===== config.mk =====
export PLATFORM = sky130hd
export DESIGN_NAME = hub75_bpp_out_stage
export DESIGN_NICKNAME = d
export VERILOG_FILES = /design/src/hw/rtl/hub75_bit_plane_packer_assert.svh /design/src/hw/rtl/hub75_bpp_pkg.sv /design/src/hw/rtl/hub75_bpp_out_stage.sv
export SDC_FILE = /design/constraint.sdc
export NUM_CORES = 1
export LEC_CHECK = 0
export BUFFER_PORTS_ARGS = -buffer_cell sky130_fd_sc_hd__buf_2
export CAP_MARGIN = 20
export CORE_AREA = 4 4 48 50
export CTS_BUF_LIST = sky130_fd_sc_hd__clkbuf_2
export DETAILED_ROUTE_END_ITERATION = 7
export DIE_AREA = 0 0 52 54
export GPL_ROUTABILITY_DRIVEN = 1
export PLACE_DENSITY = 0.89
export SLEW_MARGIN = 40
export SYNTH_ARGS = -nofsm -noshare
export SYNTH_HDL_FRONTEND = slang
export SYNTH_SLANG_ARGS = --single-unit

===== constraint.sdc =====
create_clock -name clk -period 1.15 [get_ports clk]
set_input_delay 0.115 -clock clk [delete_from_list [all_inputs] [get_ports clk]]
set_output_delay 0.115 -clock clk [all_outputs]
set_load 0.01 [all_outputs]

===== src/hw/rtl/hub75_bit_plane_packer_assert.svh =====
// assertion macros for the hub75 bit plane packer
// included by modules that check their own control logic; no other dependencies
`ifndef HUB75_BIT_PLANE_PACKER_ASSERT_SVH
`define HUB75_BIT_PLANE_PACKER_ASSERT_SVH
`ifndef SYNTHESIS
`define HUB75_ASSERT(label, clk, rst_n, prop, msg) \
    label: assert property (@(posedge clk) disable iff (!rst_n) prop) else $error(msg);
`define HUB75_ASSERT_ALWAYS(label, clk, prop, msg) \
    label: assert property (@(posedge clk) prop) else $error(msg);
`else
`define HUB75_ASSERT(label, clk, rst_n, prop, msg)
`define HUB75_ASSERT_ALWAYS(label, clk, prop, msg)
`endif
`endif


===== src/hw/rtl/hub75_bpp_pkg.sv =====
// shared types and constants for the hub75 bit plane packer
// no dependencies
`timescale 1ns / 1ps
package hub75_bpp_pkg;

    localparam int unsigned MATRIX_WIDTH = 64;
    localparam int unsigned SCAN_ROWS    = 16;
    localparam int unsigned STORE_DEPTH  = 2048;
    localparam int unsigned ADDR_W       = $clog2(STORE_DEPTH);
    localparam int unsigned HALF_OFFSET  = MATRIX_WIDTH * SCAN_ROWS;

    localparam logic OP_WRITE = 1'b0;
    localparam logic OP_READ  = 1'b1;

    typedef struct packed {
        logic [7:0] red;
        logic [7:0] green;
        logic [7:0] blue;
    } pixel_t;

    typedef struct packed {
        logic       valid;
        logic [2:0] plane;
    } rd_ctrl_t;

endpackage


===== src/hw/rtl/hub75_bpp_out_stage.sv =====
// bit plane extraction and output register of the drive word channel
// depends on hub75_bpp_pkg
`timescale 1ns / 1ps
module hub75_bpp_out_stage
    import hub75_bpp_pkg::*;
(
    input  logic       clk,
    input  logic       rst_n,
    input  rd_ctrl_t   ctrl,
    input  pixel_t     px_up,
    input  pixel_t     px_lo,
    output logic       take,
    output logic       m_tvalid,
    input  logic       m_tready,
    output logic [7:0] m_tdata      // drive_word [5:0], zero [7:6]
);

    logic       valid_reg;
    logic       valid_next;
    logic [5:0] word_reg;
    logic [5:0] word_next;

    always_comb
    begin
        take       = !valid_reg || m_tready;
        valid_next = valid_reg;
        word_next  = word_reg;
        if (take)
        begin
            valid_next = ctrl.valid;
            word_next  = {px_lo.red[ctrl.plane], px_lo.green[ctrl.plane],
                          px_lo.blue[ctrl.plane], px_up.red[ctrl.plane],
                          px_up.green[ctrl.plane], px_up.blue[ctrl.plane]};
        end
    end

    always_ff @(posedge clk or negedge rst_n)
    begin
        if (!rst_n)
        begin
            valid_reg <= 1'b0;
        end
        else
        begin
            valid_reg <= valid_next;
        end
    end

    always_ff @(posedge clk)
    begin
        word_reg <= word_next;
    end

    assign m_tvalid = valid_reg;
    assign m_tdata  = {2'b00, word_reg};

endmodule


==> flow_summary.ini, run 1 <==
[worst_setup_path]
critPathCaptureType = flip-flop
crit_chain = buf_6 > buf_12 > mux4_2 > mux2_2
rr_endpoint = word_reg[4]
critPathArrivalTime_ns = 1.12
critPathRequiredTime_ns = 1.13
cpPeakStageDelay_ns = 0.49
setup.worst_path.start = ctrl[0]
r2r_cells = 1
r2r_start = m_tvalid
startpoint_type = primary input
cp_max_fo = 5
critPathCapture = word_reg[4]
crit_buf_inv = 2
critPathKind = in -> reg
rrSetupSlack_ns = 0.30
crit_slowest_cell = mux4_2
crit_family = multiplexers
path_depth = 4

[detailed_routing]
postRouteWirelength_mm = 1.892
vias_per_cell = 4.704
final_antenna_net_count = 0
drt_iter0_markers = 9
vias = 588
route.detailed.drc = 0
drtPass1Iterations = 2
post_drt_wl_per_cell_um = 15.14

[timing]
period_needed_ns = 1.140
drv_slew = 0
fin_tns_setup_ns = 0
hold_violations = 0
skew_ns = 0.004713
min_period_over_period_pct = 99.11
finalWorstSetupSlack_ns = 0.01018
clock.fmax_mhz = 877.3
rsz0062_at_grt = no
setup_viol = 0

[cts]
clk_latency_ns = 0.23
clk_pin_slew_ns = 0.08
htreeDepth = 1
cts_tree = yes
clockBufferDepth = 2
cts_buffers = 3
cts-root-buf = clkbuf_2
cts.sinks = 7

[grt]
track_usage_pct = 14.55
grt_pass1_vias = 674
grt_pass1_wl_mm = 2.835
grt_start_max_net_pins = 13
overflow = 0
antenna_found_initial = 0

[layout]
multi_input_area_sq_um = 372.9
seq_area_sq_um = 205.2
insertedDiodeCount = 0
final.fill_count = 178
largest_reg_flops = 6
area_growth_pct = 57.65
drive_gt1_share_pct = 86.73
fin_nets = 154

[power]
ir_worst_vdd_mv = 0.4225
leakage_uw = 0.0004850
power_density_nw_per_um2 = 804.7

[logic_synthesis]
synth_top_area_share_pct = 49.41
yosys.area.top_type = mux4_1
avgSynthCellArea_sq_um = 19.34
syn_area_sq_um = 638.1
ys_seq_area_share_pct = 32.16
yosys_warnings = 0
ys_ff_latch = 7
synthCells = 33
synth_area_leaders = mux4_1, edfxtp_1, mux2_2
synth.distinct_cells = 10

[floorplan]
fp-row-count = 16
start_util_pct = 33.55
die-width_um = 52
num_io_pins = 65
die-area_sq_um = 2808
core_area_sq_um = 1902
die_y_um = 54

[status]
outcome = finished clean

[flow_run]
cap_violations = 0

[placed_design]
io_buffers = 62
routabilityCongestion = 0.6524
dp_slack_ns = -0.3157

[worst_hold_path]
hp-class = in -> reg
==> where the power goes <==
| group | total, uW | switching (uW) | leakage, uW | internal [uW] |
|---|---|---|---|---|
| registers | 322 | 9.16 | 0.0000711 | 313 |
| logic | 300 | 105 | 0.000397 | 195 |
| clock network | 188 | 95.1 | 0.0000166 | 92.5 |
==> how the worst min path moves through the flow <==
stage | from | to | slack [ns] | cells after the start
4_1_cts | ctrl[3] | m_tvalid | 0.05 | 2
2_1_floorplan | rst_n | m_tvalid | -0.18 | 0
6_report | ctrl[3] | m_tvalid | 0.06 | 2
3_3_place_gp | rst_n | m_tvalid | -0.11 | 1
3_5_place_dp | rst_n | m_tvalid | -0.11 | 1
5_1_grt | ctrl[3] | m_tvalid | 0.06 | 2
==> area by class of cell <==
type / instances / area share (%)
Timing Repair Buffer: 65 / 37.19
Multi-Input combinational cell: 22 / 37.06
Sequential cell: 7 / 20.40
Tap cell: 27 / 3.358
Clock buffer: 4 / 1.990
==> synth_stat cells <==
| cell type | count |
|---|---|
| mux4_1 | 12 |
| edfxtp_1 | 6 |
| mux2_2 | 6 |
| buf_4 | 2 |
| nand2b_1 | 2 |
| buf_1 | 1 |
| buf_6 | 1 |
| clkbuf_1 | 1 |
| conb_1 | 1 |
| dfrtp_1 | 1 |
==> layer usage <==
| metal | vias to the layer above | global-route usage, % | wire length (um) |
|---|---|---|---|
| li1 | 272 | - | - |
| met1 | 283 | 12.03 | 507 |
| met2 | 31 | 30.33 | 1164 |
| met3 | 2 | 3.047 | 207 |
| met4 | 0 | 9.170 | 12 |
| met5 | - | 0 | 0 |
==> cells in the final DEF (no fill, tap or decap) <==
cell | synthesis | final
nand2b_1 | 2 | 1
buf_12 | 0 | 1
dlygate4sd3_1 | 0 | 1
mux2_2 | 6 | 6
edfxtp_1 | 6 | 6
buf_6 | 1 | 1
buf_16 | 0 | 1
clkbuf_2 | 0 | 4
mux4_2 | 0 | 10
mux4_1 | 12 | 2
nand2b_4 | 0 | 1
buf_2 | 0 | 61
conb_1 | 1 | 2
dfrtp_1 | 1 | 1
==> repair_timing <==
action                                  in CTS  in global routing
setup buffers                                0                  0
pin swaps                                    0                  0
gates cloned                                 1                  0
hold endpoints to repair                     1                  0
hold buffers                                 1                  0
endpoints found under the setup margin       7                  1
gates resized for setup                      4                  1
==> per-stage QoR <==
| stage | utilization, % | cells | instance area (sq um) | hold slack (ns) | total power (uW) |
|---|---|---|---|---|---|
| global route | 52.89 | 125 | 1006 | 0.06288 | 865.3 |
| floorplan | - | 34 | 614.3 | -0.1806 | 480.7 |
| global placement | 49.14 | 119 | 934.6 | -0.1104 | 596.0 |
| finish | 52.89 | 125 | 1006 | 0.06382 | 809.5 |
| CTS | 52.63 | 125 | 1001 | 0.04658 | 824.3 |
| detailed placement | 49.14 | 119 | 934.6 | -0.1069 | 613.1 |
==> cells by family (layout without fill, tap and decap cells) <==
group                  count (synthesis)  count (layout)  synth area share [%]
and+or+nand+nor                        2               2                 1.960
other                                  1               2                0.5877
buffers and inverters                  5              69                 5.292
DFF                                    7               7                 32.16
muxes                                 18              18                 60.00
No activity file was read; power rests on OpenSTA's default activity.
==> run 2: changes to the inputs <==
Settings changed: PLACE_DENSITY 0.89 to 0.77.
==> run 2 against run 1 <==
- non-clock buffer count unchanged
- global-route usage down 1.8 points
- utilization down 0.86 points
- clock skew up 0.0084 ns
- combinational power down 3%
- final cell count unchanged
- via count down 3.1%
- sequential cell count unchanged
- first-iteration DRC count up 22%
- largest power group unchanged
==> flow_summary.ini, run 2 (same netlist as run 1, synthesis figures left out) <==
[placed_design]
place_area_sq_um = 942.2
hpwl_mm = 1.538
io_buffers = 62
routabilityCongestion = 0.6378

[worst_setup_path]
r2r_start = m_tvalid
cpPeakStageDelay_ns = 0.50
critPathCaptureType = flip-flop
setup.worst_path.start = ctrl[0]
critPathArrivalTime_ns = 1.09
cp_max_fo = 4
crit_slowest_cell = mux4_2
startpoint_type = primary input
critPathRequiredTime_ns = 1.12
critPathKind = in -> reg
crit_chain = buf_6 > buf_4 > mux4_2 > mux2_4

[cts]
cts_buffers = 3
htreeDepth = 1
cts.sinks = 7
cts_tree = yes
clk_pin_slew_ns = 0.07
clk_latency_ns = 0.23
clockBufferDepth = 2
cts-root-buf = clkbuf_2

[detailed_routing]
final_antenna_net_count = 0
drt_iter0_markers = 11
vias_per_cell = 4.560
postRouteWirelength_mm = 1.777
vias = 570
post_drt_wl_per_cell_um = 14.22
route.detailed.drc = 0
drtPass1Iterations = 2

[worst_hold_path]
min_from = ctrl[3]
hp-class = in -> reg

[floorplan]
core_area_sq_um = 1902
fp-row-count = 16
die_y_um = 54
num_io_pins = 65
die-area_sq_um = 2808
die-width_um = 52
start_util_pct = 33.55

[layout]
insertedDiodeCount = 0
final_cell_mix = buf_2, mux4_2, edfxtp_1, mux2_2, clkbuf_2
largest_reg_flops = 6
area_growth_pct = 55.10
fin_nets = 154
stdcell_area_sq_um = 989.7
final_common_cell = buf_2
drive_gt1_share_pct = 86.73

[grt]
grt_start_max_net_pins = 13
grt_pass1_vias = 596
track_usage_pct = 12.78
top_usage_layer = met2
grt_pass1_wl_mm = 2.470
use_met1_pct = 11.86
grtUsageMet2_pct = 23.64
gr-usage-met3_pct = 4.709
antenna_found_initial = 0
overflow = 0

[status]
outcome = finished clean

[timing]
hold_violations = 0
clock.fmax_mhz = 893.7
skew_ns = 0.01311
period_needed_ns = 1.119
min_period_over_period_pct = 97.30
rsz0062_at_grt = no
hold_slack_ns = 0.08797
drv_slew = 0
setup_viol = 0

[power]
ir_worst_vdd_mv = 0.2983
power_density_nw_per_um2 = 803.0
total_power_uw = 794.7
leakage_uw = 0.0004814

[flow_run]
cap_violations = 0
## run 2: cell types whose count changed in the layout (fill, tap and decap cells not counted)
cell | before | now
buf_4 | 0 | 1
mux2_4 | 0 | 1
mux2_2 | 6 | 5
buf_16 | 1 | 0
## run 2: cell type report
cell class | count | area (sq um)
well taps | 27 | 33.78
multi-input cells | 22 | 376.6
flip-flops and latches | 7 | 205.2
fillers | 174 | 912.1
clock buffers | 4 | 20.02
repair buffers | 65 | 354.1
## run 2: worst paths after layout
kind | end | slack, ns | cells past startpoint
max reg2reg | word_reg[4] | 0.30 | 1
max in group asynchronous | m_tvalid | 0.85 | 2
min reg2reg | m_tvalid | 0.64 | 2
max | word_reg[4] | 0.03 | 4
min | m_tvalid | 0.09 | 2
min in group asynchronous | m_tvalid | 0.22 | 2
## run 2: timing repair
action                                  CTS  global route
buffers inserted                          0             0
hold buffers                              1             0
hold endpoints to repair                  1             0
endpoints found under the setup margin    7             2
gates resized for setup                   3             2
## run 2: metal layers
| layer | wire length (um) | share of wire (%) | vias up |
|---|---|---|---|
| met3 | 224 | 13 | 2 |
| met1 | 539 | 30 | 265 |
| met5 | 0 | 0 | - |
| li1 | - | - | 271 |
| met4 | 14 | 0.79 | 0 |
| met2 | 998 | 56 | 32 |
## run 2: report_power, final
part           switching (uW)  internal (uW)  total, uW
Clock                    91.8           92.4        184
Sequential               7.79            312        320
Combinational            99.9            190        290
## run 2: worst max-delay path: cells and delay by family
| kind | cells | cell delay [ns] |
|---|---|---|
| multiplexers | 2 | 0.77 |
| buffers and inverters | 2 | 0.22 |
## run 2: stage by stage
stage	instances	utilization, %	setup TNS (ns)	setup WS, ns
2_1_floorplan	34	-	-0.4707	-0.07845
3_3_place_gp	120	49.54	-1.562	-0.2623
3_5_place_dp	120	49.54	-1.745	-0.3077
4_1_cts	125	51.58	0	0.009802
5_1_grt	125	52.04	0	0.02240
6_report	125	52.04	0	0.03101
==> run 3: changes to the inputs <==
Settings changed: GPL_TIMING_DRIVEN set to 0, RECOVER_POWER set to 100.
==> run 3 against run 2 <==
- final cell count is 2.4% higher
- sequential share of layout area is 0.44 points lower
- power is 0.74% lower
==> flow_summary.ini, run 3 (same netlist as run 1, synthesis figures left out) <==
[placed_design]
post-place-cells = 122
dp_slack_ns = -0.3086
io_buffers = 61
routabilityCongestion = 0.6403
place_area_sq_um = 953.4

[layout]
final_cells = 128
area_growth_pct = 58.43
stdcell_area_sq_um = 1011
insertedDiodeCount = 0
final.fill_count = 183
fin_nets = 157
largest_reg_flops = 6
final_cell_mix = buf_2, mux4_2, clkbuf_1, mux2_2, edfxtp_1
drive_gt1_share_pct = 79.21
final_common_cell = buf_2

[timing]
period_needed_ns = 1.112
min_period_over_period_pct = 96.70
clock.fmax_mhz = 899.2
setup_viol = 0
rsz0062_at_grt = no
finalWorstSetupSlack_ns = 0.03793
drv_slew = 0
fin_tns_setup_ns = 0
hold_slack_ns = 0.07550
hold_violations = 0
skew_ns = 0.01142

[worst_setup_path]
cpPeakStageDelay_ns = 0.49
critPathArrivalTime_ns = 1.11
crit_chain = buf_6 > buf_12 > mux4_2 > mux2_2
critPathRequiredTime_ns = 1.15
cp_max_fo = 5
crit_slowest_cell = mux4_2
critPathKind = in -> reg
rr_endpoint = word_reg[3]
startpoint_type = primary input
r2r_start = m_tvalid
critPathCaptureType = flip-flop
r2r_cells = 1
rrSetupSlack_ns = 0.29

[worst_hold_path]
whs_endpoint = m_tvalid
min_delay_path_depth = 2
hp-class = in -> reg
min_from = ctrl[3]

[cts]
cts_buffers = 3
clk_pin_slew_ns = 0.08
clockBufferDepth = 2
cts.sinks = 7
htreeDepth = 1
cts_tree = yes
clk_latency_ns = 0.24
cts-root-buf = clkbuf_2
post_cts_buffers = 0

[floorplan]
num_io_pins = 65
core_area_sq_um = 1902
die_y_um = 54
fp-row-count = 16
start_util_pct = 33.55
die-width_um = 52
die-area_sq_um = 2808

[power]
leakage_uw = 0.0004726
power_density_nw_per_um2 = 780.3
ir_worst_vdd_mv = 0.2811

[grt]
grt_pass1_wl_mm = 2.622
overflow = 0
track_usage_pct = 13.31
antenna_found_initial = 0
grt_pass1_vias = 634
grt_start_max_net_pins = 11

[detailed_routing]
postRouteWirelength_mm = 1.729
final_antenna_net_count = 0
vias_per_cell = 4.586
drt_iter0_markers = 3
post_drt_wl_per_cell_um = 13.51
vias = 587
drtPass1Iterations = 2
route.detailed.drc = 0

[flow_run]
cap_violations = 0

[status]
outcome = finished clean
## run 3: changes by cell type in the layout (fill, tap and decap cells not counted)
cell	delta
buf_1	+1
buf_16	+1
buf_2	-8
buf_4	+1
clkbuf_1	+7
clkinv_2	+1
mux2_2	+1
mux2_4	-1
nand2b_2	+1
nand2b_4	-1
## run 3: how the worst max path moves through the flow
stage / startpoint / endpoint / slack, ns / cells after the start
CTS: ctrl[0] / word_reg[0] / 0.02 / 4
floorplan: ctrl[0] / word_reg[0] / -0.08 / 3
finish: ctrl[0] / word_reg[0] / 0.04 / 4
global route: m_tvalid / take / 0.009 / 2
global placement: ctrl[0] / word_reg[0] / -0.29 / 4
detailed placement: ctrl[0] / word_reg[0] / -0.31 / 4
## run 3: final cells by class
| cell class | instances | area [sq um] | area share [%] |
|---|---|---|---|
| timing repair buffer | 63 | 340.3 | 33.66 |
| clock inverter | 1 | 5.005 | 0.4950 |
| sequential | 7 | 205.2 | 20.30 |
| clock buffer | 3 | 15.01 | 1.485 |
| tap | 27 | 33.78 | 3.342 |
| multi-input combinational | 22 | 367.9 | 36.39 |
| buffer | 5 | 43.79 | 4.332 |
## run 3: timing repair
action	CTS	global route
endpoints found under the setup margin	7	0
endpoints found under the hold margin	1	0
resized for setup	4	0
hold buffers	1	0
## run 3: critical path: cells and delay by family
family / cells / cell delay, ns
buf+inv: 2 / 0.23
mux: 2 / 0.76
## run 3: metal layers
layer,vias up,track usage [%],share of wire [%]
met5,-,0,0
met4,0,7.860,2.1
met3,5,4.155,10
met2,35,25.31,55
met1,268,12.35,33
li1,279,-,-
## run 3: per-stage QoR
step                      util [%]  total power, uW
after floorplan                  -            480.7
after global placement       50.13            604.6
after detailed placement     50.13            613.4
after CTS                    53.62            807.8
after global routing         53.16            842.4
final                        53.16            788.9
## run 3: where the power goes
part           internal, uW  switching [uW]
Clock                  78.7            97.0
Combinational           190             102
Sequential              313            8.40
Total                   582             207
